==> src/hdl/ddn_pkg.sv <==
package ddn_pkg;

    // Calendar limits and defaults
    localparam int YEAR_BASE    = 1900;
    localparam int YEAR_LAST    = 2100;
    localparam int YEAR_DEFAULT = 2025;
    localparam int SERIAL_MIN   = 1;
    localparam int SERIAL_MAX   = 73414;

    // floor(x / 365) = (x * RECIP_365) >> RECIP_SHIFT, exact for x below 2^20
    localparam int RECIP_365   = 735440;
    localparam int RECIP_SHIFT = 28;
    localparam int PROD_W      = 37;

    typedef logic [16:0] serial_t;
    typedef logic [7:0]  yoff_t;   // year minus 1900

    typedef struct packed {
        yoff_t       yoff;
        logic [3:0]  month;
        logic [4:0]  day;
        logic        leap;
    } date_t;

    // Leap rule restricted to 1900..2100: 1900 and 2100 are common years
    function automatic logic leap_off(yoff_t yo);
        return (yo[1:0] == 2'b00) && (yo != 8'd0) && (yo != 8'(YEAR_LAST - YEAR_BASE));
    endfunction

    function automatic logic [4:0] month_days(logic [3:0] m, logic leap);
        case (m)
            4'd2:    return leap ? 5'd29 : 5'd28;
            4'd4:    return 5'd30;
            4'd6:    return 5'd30;
            4'd9:    return 5'd30;
            4'd11:   return 5'd30;
            default: return 5'd31;
        endcase
    endfunction

    // Days in the year before the first of month m
    function automatic logic [8:0] days_before_month(logic [3:0] m, logic leap);
        logic [8:0] base;
        case (m)
            4'd2:    base = 9'd31;
            4'd3:    base = 9'd59;
            4'd4:    base = 9'd90;
            4'd5:    base = 9'd120;
            4'd6:    base = 9'd151;
            4'd7:    base = 9'd181;
            4'd8:    base = 9'd212;
            4'd9:    base = 9'd243;
            4'd10:   base = 9'd273;
            4'd11:   base = 9'd304;
            4'd12:   base = 9'd334;
            default: base = 9'd0;
        endcase
        return base + 9'((leap && (m > 4'd2)) ? 1 : 0);
    endfunction

    // Days from 1 January 1900 to 1 January of year 1900+yo (valid up to 2100)
    function automatic serial_t year_start(yoff_t yo);
        serial_t    base;
        logic [5:0] nleap;
        base  = 17'(yo) * 17'd365;
        nleap = (yo == 8'd0) ? 6'd0 : 6'((yo - 8'd1) >> 2);
        return base + 17'(nleap);
    endfunction

    // Normalize year, then month, then day
    function automatic date_t normalize(logic [5:0] d, logic [3:0] m, logic [11:0] y);
        date_t       r;
        logic [11:0] yn;
        yn = ((y < 12'(YEAR_BASE)) || (y > 12'(YEAR_LAST))) ? 12'(YEAR_DEFAULT) : y;
        r.yoff  = 8'(yn - 12'(YEAR_BASE));
        r.month = ((m == 4'd0) || (m > 4'd12)) ? 4'd1 : m;
        r.leap  = leap_off(r.yoff);
        r.day   = ((d == 6'd0) || (d > {1'b0, month_days(r.month, r.leap)})) ? 5'd1 : d[4:0];
        return r;
    endfunction

endpackage

==> src/hdl/ddn_date_serial.sv <==
module ddn_date_serial
    import ddn_pkg::*;
(
    input  logic        clk,
    input  logic        en,
    input  logic [5:0]  day,
    input  logic [3:0]  month,
    input  logic [11:0] year,
    output serial_t     serial
);

    date_t   date_reg;
    date_t   date_next;
    serial_t serial_reg;
    serial_t serial_next;

    // First stage: normalize the raw date
    assign date_next = normalize(day, month, year);

    // Second stage: add year start, month offset and day
    assign serial_next = year_start(date_reg.yoff)
                       + 17'(days_before_month(date_reg.month, date_reg.leap))
                       + 17'(date_reg.day);

    always_ff @(posedge clk)
    begin
        if (en)
        begin
            date_reg   <= date_next;
            serial_reg <= serial_next;
        end
    end

    assign serial = serial_reg;

endmodule

==> src/hdl/ddn_serial_to_date.sv <==
module ddn_serial_to_date
    import ddn_pkg::*;
(
    input  logic        clk,
    input  logic        en,
    input  serial_t     serial,
    output logic [4:0]  day,
    output logic [3:0]  month,
    output logic [11:0] year
);

    // Stage 1: zero-based day count and its reciprocal product
    serial_t             s0_reg;
    logic [PROD_W-1:0]   prod_reg;
    // Stage 2: year estimate and the starts of it and the year before
    serial_t             s0_d_reg;
    yoff_t               q_reg;
    serial_t             start_q_reg;
    serial_t             start_p_reg;
    // Stage 3: year and day of year
    yoff_t               yoff_reg;
    logic [8:0]          doy_reg;
    logic                leap_reg;
    // Stage 4: month and day
    logic [4:0]          day_reg;
    logic [3:0]          month_reg;
    logic [11:0]         year_reg;

    serial_t             s0_next;
    logic [PROD_W-1:0]   prod_next;
    yoff_t               q_next;
    serial_t             start_q_next;
    serial_t             start_p_next;
    yoff_t               yoff_next;
    serial_t             start_sel;
    logic [8:0]          doy_next;
    logic [3:0]          month_next;
    logic [4:0]          day_next;
    logic [11:0]         year_next;

    // Multiply by the reciprocal of 365
    assign s0_next   = serial - 17'd1;
    assign prod_next = PROD_W'(s0_next) * PROD_W'(RECIP_365);

    // Estimate is the true year or one past it
    assign q_next       = prod_reg[RECIP_SHIFT +: 8];
    assign start_q_next = year_start(q_next);
    assign start_p_next = (q_next == 8'd0) ? 17'd0 : year_start(q_next - 8'd1);

    // Step back one year when the estimate starts after the day
    always_comb
    begin
        if (start_q_reg > s0_d_reg)
        begin
            yoff_next = q_reg - 8'd1;
            start_sel = start_p_reg;
        end
        else
        begin
            yoff_next = q_reg;
            start_sel = start_q_reg;
        end
        doy_next = 9'(s0_d_reg - start_sel);
    end

    // Pick the last month whose first day is not after the day of year
    always_comb
    begin
        month_next = 4'd1;
        for (int m = 2; m <= 12; m++)
        begin
            if (doy_reg >= days_before_month(4'(m), leap_reg))
                month_next = 4'(m);
        end
        day_next  = 5'(doy_reg - days_before_month(month_next, leap_reg) + 9'd1);
        year_next = 12'(YEAR_BASE) + 12'(yoff_reg);
    end

    always_ff @(posedge clk)
    begin
        if (en)
        begin
            s0_reg      <= s0_next;
            prod_reg    <= prod_next;
            s0_d_reg    <= s0_reg;
            q_reg       <= q_next;
            start_q_reg <= start_q_next;
            start_p_reg <= start_p_next;
            yoff_reg    <= yoff_next;
            doy_reg     <= doy_next;
            leap_reg    <= leap_off(yoff_next);
            day_reg     <= day_next;
            month_reg   <= month_next;
            year_reg    <= year_next;
        end
    end

    assign day   = day_reg;
    assign month = month_reg;
    assign year  = year_reg;

endmodule

==> src/hdl/date_day_number_convert.sv <==
// Channel   Dir  tdata (low bit up)                                  tuser
// s_axis    in   day_a 6, month_a 4, year_a 12, day_b 6, month_b 4,  -
//                year_b 12, offset 18 (signed), 2 zero bits
// m_axis    out  serial_a 17, serial_b 17, difference 18 (signed),   shift_out_of_range
//                shifted_day 5, shifted_month 4, shifted_year 12, 7 zero bits
//
// Seven register stages: two for normalize and serial, one for difference and
// shift clamp, four for the serial-to-date path (reciprocal multiply, year pick,
// month search). One transfer is taken every cycle while the pipe is not held.
// The whole pipe advances together; it holds when the output stage is full and
// m_axis_tready is low, and s_axis_tready follows that same enable.
// Reset clears all valid bits.
module date_day_number_convert
    import ddn_pkg::*;
(
    input  logic        clk,
    input  logic        rst_n,
    input  logic        s_axis_tvalid,
    output logic        s_axis_tready,
    input  logic [63:0] s_axis_tdata,   // day_a, month_a, year_a, day_b, month_b, year_b, offset
    output logic        m_axis_tvalid,
    input  logic        m_axis_tready,
    output logic [79:0] m_axis_tdata,   // serial_a, serial_b, difference, shifted_day,
                                        // shifted_month, shifted_year
    output logic        m_axis_tuser    // shift_out_of_range
);

    localparam int STAGES = 7;
    localparam int TAIL   = 5;

    typedef struct packed {
        serial_t     serial_a;
        serial_t     serial_b;
        logic [17:0] difference;
        logic        out_of_range;
    } carry_t;

    logic               en;
    logic [STAGES-1:0]  valid_reg;
    logic [STAGES-1:0]  valid_next;
    logic [17:0]        offset_reg [2];
    serial_t            serial_a;
    serial_t            serial_b;
    serial_t            shift_reg;
    serial_t            shift_next;
    carry_t             carry_reg [TAIL];
    carry_t             carry_next;
    logic signed [18:0] shift_sum;
    logic [4:0]         shifted_day;
    logic [3:0]         shifted_month;
    logic [11:0]        shifted_year;

    // Advance everything unless the output stage is stuck
    assign en            = !valid_reg[STAGES-1] || m_axis_tready;
    assign s_axis_tready = en;
    assign valid_next    = {valid_reg[STAGES-2:0], s_axis_tvalid};

    always_ff @(posedge clk or negedge rst_n)
    begin
        if (!rst_n)
            valid_reg <= '0;
        else if (en)
            valid_reg <= valid_next;
    end

    // Date to serial for both dates
    ddn_date_serial u_serial_a
    (
        .clk    (clk),
        .en     (en),
        .day    (s_axis_tdata[5:0]),
        .month  (s_axis_tdata[9:6]),
        .year   (s_axis_tdata[21:10]),
        .serial (serial_a)
    );

    ddn_date_serial u_serial_b
    (
        .clk    (clk),
        .en     (en),
        .day    (s_axis_tdata[27:22]),
        .month  (s_axis_tdata[31:28]),
        .year   (s_axis_tdata[43:32]),
        .serial (serial_b)
    );

    // Difference, shift and clamp
    always_comb
    begin
        shift_sum = $signed({2'b00, serial_a}) + $signed({offset_reg[1][17], offset_reg[1]});
        carry_next.serial_a     = serial_a;
        carry_next.serial_b     = serial_b;
        carry_next.difference   = {1'b0, serial_a} - {1'b0, serial_b};
        carry_next.out_of_range = 1'b0;
        shift_next              = 17'(shift_sum);
        if (shift_sum < 19'sd1)
        begin
            shift_next              = 17'(SERIAL_MIN);
            carry_next.out_of_range = 1'b1;
        end
        else if (shift_sum > 19'(SERIAL_MAX))
        begin
            shift_next              = 17'(SERIAL_MAX);
            carry_next.out_of_range = 1'b1;
        end
    end

    // Hold the offset beside the serial stages and carry results down the tail
    always_ff @(posedge clk)
    begin
        if (en)
        begin
            offset_reg[0] <= s_axis_tdata[61:44];
            offset_reg[1] <= offset_reg[0];
            shift_reg     <= shift_next;
            carry_reg[0]  <= carry_next;
            for (int i = 1; i < TAIL; i++)
                carry_reg[i] <= carry_reg[i-1];
        end
    end

    // Shifted serial back to a date
    ddn_serial_to_date u_to_date
    (
        .clk    (clk),
        .en     (en),
        .serial (shift_reg),
        .day    (shifted_day),
        .month  (shifted_month),
        .year   (shifted_year)
    );

    assign m_axis_tvalid = valid_reg[STAGES-1];
    assign m_axis_tdata  = {7'd0, shifted_year, shifted_month, shifted_day,
                            carry_reg[TAIL-1].difference, carry_reg[TAIL-1].serial_b,
                            carry_reg[TAIL-1].serial_a};
    assign m_axis_tuser  = carry_reg[TAIL-1].out_of_range;

endmodule

==> config.mk <==
export PLATFORM = sky130hd
export DESIGN_NAME = date_day_number_convert
export DESIGN_NICKNAME = d
export VERILOG_FILES = /design/src/hdl/ddn_pkg.sv /design/src/hdl/ddn_date_serial.sv /design/src/hdl/ddn_serial_to_date.sv /design/src/hdl/date_day_number_convert.sv
export SDC_FILE = /design/constraint.sdc
export NUM_CORES = 2
export LEC_CHECK = 0
export BUFFER_PORTS_ARGS = -buffer_cell sky130_fd_sc_hd__buf_2
export CAP_MARGIN = 20
export CORE_MARGIN = 5
export CORE_UTILIZATION = 45
export CTS_CLUSTER_SIZE = 30
export DETAILED_ROUTE_END_ITERATION = 10
export GPL_TIMING_DRIVEN = 1
export SLEW_MARGIN = 40
export SYNTH_ARGS = -nofsm -noshare
export SYNTH_HDL_FRONTEND = slang
export SYNTH_SLANG_ARGS = --single-unit
==> constraint.sdc <==
create_clock -name clk -period 24.9 [get_ports clk]
set_input_delay 2.49 -clock clk [delete_from_list [all_inputs] [get_ports clk]]
set_output_delay 2.49 -clock clk [all_outputs]
set_load 0.01 [all_outputs]
==> results.ini <==
[setup_path]
crit_fanout=8
r2r-start=shift_reg[0]$_SDFFCE_PP1N_
required_ps=25290
critPathCaptureType=flop
worst-setup-path-type=reg2reg
r2r-end=u_to_date.prod_reg[35]$_DFFE_PN_
cp_slowest_cell=fa_1
max_stage_delay_ps=570
arrival_ps=8610
crit_cells=29
cp-endpoint=u_to_date.prod_reg[35]$_DFFE_PN_
crit_path_start=shift_reg[0]$_SDFFCE_PP1N_
r2r_setup_slack_ps=16670
r2r_cells=29
path_delay_family=adder cells
path_buf_inv=6
crit_path_start_kind=flop

[global_route]
grt_pass1_wl_um=105800
grt-ovfl-total=0
antenna_found_initial=3
track_usage_pct=15.70
grt_pass1_vias=21059
grt_start_max_net_pins=95

[logic_synthesis]
ys.flop_type=edfxtp_1
async_flop_share_pct=1.326
syn_area_per_cell_um2=12.03
syn_inst=2882
yosysTopAreaCell=edfxtp_1
synth_top_area_share_pct=43.56
synth_enable_flop_cells=503
synth_area_um2=34670
yosysUniqueCellTypes=78
yosysWarnings=0
synth_area_leaders=edfxtp_1 44%, ha_1 17%, fa_1 12%, inv_1 6.0%, xnor2_1 3.0%
synth-seq-cells=528
yosysSeqAreaShare_pct=45.11

[timing]
rsz0062_at_grt=false
maxSlewViolCount=0
fin_crit_sh_pct=33.04
skew_ps=66.27
relSlewSlack_pct=46.28
hold_viol=0
max_freq_mhz=121.6
fin_tns_setup_ps=0
setup_viol=0
worst_pin_slew_ps=805.8
post-route-min-period_ps=8226

[clock_tree]
cts_hold_buf=0
cts_tree=done
clock_latency_ps=660
cts_buffer_depth=3
cts.sinks=528
cts_resized=0
cts_setup_buffers=0
path_clk_slew_ps=60
htree_levels=2
clockRootBuffer=clkbuf_16
numCtsBuffers=59

[run_status]
outcome=finished clean

[route]
drt_iter0_drc=1147
dr.pass1.iters=5
ant_nets=0
wl_per_cell_um=15.51
drc=0
viasPerCell=4.900
drt-total-wl_um=63660
vias=20114

[floorplanning]
core_um2=76200
fp-row-count=101
die_x_um=287.6
io_pins=151
die_h_um=287.6
die_area_um2=82700
start_util_pct=45.50

[final_layout]
drive_above_1_share_pct=9.561
diodes=0
fin_nets=3774
largest_register_ffs=265
area_growth_pct=10.45

[min_path]
hp-class=reg2reg
min-delay-start=u_to_date.s0_reg[15]$_DFFE_PN_

[flow_run]
cap_violations=0

[placement]
place.gp.congestion=0.8738
port-buffer-count=141
dp_hpwl_um=49940

through the flow:
step / worst slack [ps] / utilization (%) / area [um2] / cells / hold slack, ps
2_1_floorplan: 4566 / - / 34700 / 2888 / 400.3
3_3_place_gp: 16620 / 47.62 / 36290 / 3995 / 400.8
3_5_place_dp: 16560 / 47.66 / 36320 / 3995 / 404.5
4_1_cts: 16560 / 50.25 / 38290 / 4105 / 358.6
5_1_grt: 16080 / 50.26 / 38300 / 4105 / 372.6
6_report: 16670 / 50.26 / 38300 / 4105 / 366.5
how the worst min path moves through the flow:
stage,slack (ps),cells past startpoint,to
detailed placement,400,0,carry_reg[0][102]$_DFFE_PN_
global placement,400,0,carry_reg[0][231]$_DFFE_PN_
CTS,360,0,u_to_date.s0_d_reg[15]$_DFFE_PN_
global route,370,0,carry_reg[0][93]$_DFFE_PN_
floorplan,400,0,carry_reg[0][100]$_DFFE_PN_
finish,370,0,u_to_date.s0_d_reg[15]$_DFFE_PN_
synth_stat cells, drive strengths merged, types with 28 or more instances:
| cell | n |
|---|---|
| xnor2 | 119 |
| o21ai | 80 |
| a21o | 31 |
| a21oi | 81 |
| xor2 | 51 |
| buf | 64 |
| nor3 | 31 |
| ha | 478 |
| fa | 202 |
| nor2 | 134 |
| inv | 556 |
| nand3 | 40 |
| nand2 | 132 |
| edfxtp | 503 |
| and3 | 28 |
placed cells by master (no fill, tap or decap), drive strengths merged, types with 6 or more instances in the layout:
master  count
and2       24
a31oi      14
o21bai      6
buf       157
o211ai     18
or3        13
a21oi      81
ha        478
nor3       31
clkbuf     69
clkinv     28
nand2     132
and3       28
nand4      16
a21boi     15
nor2      134
or2        17
nor4       13
nor2b      24
dfrtp       7
edfxtp    503
mux2i      14
nand2b     26
xnor2     119
a31o        8
xor2       51
nand3      40
fa        202
inv       561
o21a       14
dfxtp      18
a211o       7
conb        7
a211oi     14
o21ai      80
a21o       31
final cells by class:
type	instances	area [um2]
clock buffers	69	1534
well taps	1030	1289
fillers	6646	37900
clock inverters	41	442.9
inverters	557	2098
multi-input cells	1723	16450
repair buffers	157	844.6
flip-flops and latches	528	15640
cell families (layout without fill, tap and decap cells):
family | count (synthesis) | in the layout | synth area share, %
compound gates | 328 | 328 | 6.149
xor+xnor | 170 | 170 | 4.316
fa+ha+maj | 680 | 680 | 28.91
buf+inv | 637 | 824 | 7.567
flops | 528 | 528 | 45.11
mux | 17 | 17 | 0.5016
other cells | 1 | 7 | 0.01082
simple gates | 521 | 521 | 7.437
routing by layer:
| metal | track usage, % | routed length [um] |
|---|---|---|
| met1 | 21.08 | 29080 |
| met2 | 26.36 | 29790 |
| met3 | 2.922 | 3088 |
| met4 | 4.209 | 1666 |
| met5 | 0 | 34 |
Power is left out: the tool's default activity adds up to more than one toggle a clock period on the data nets, which glitch-free logic cannot reach.
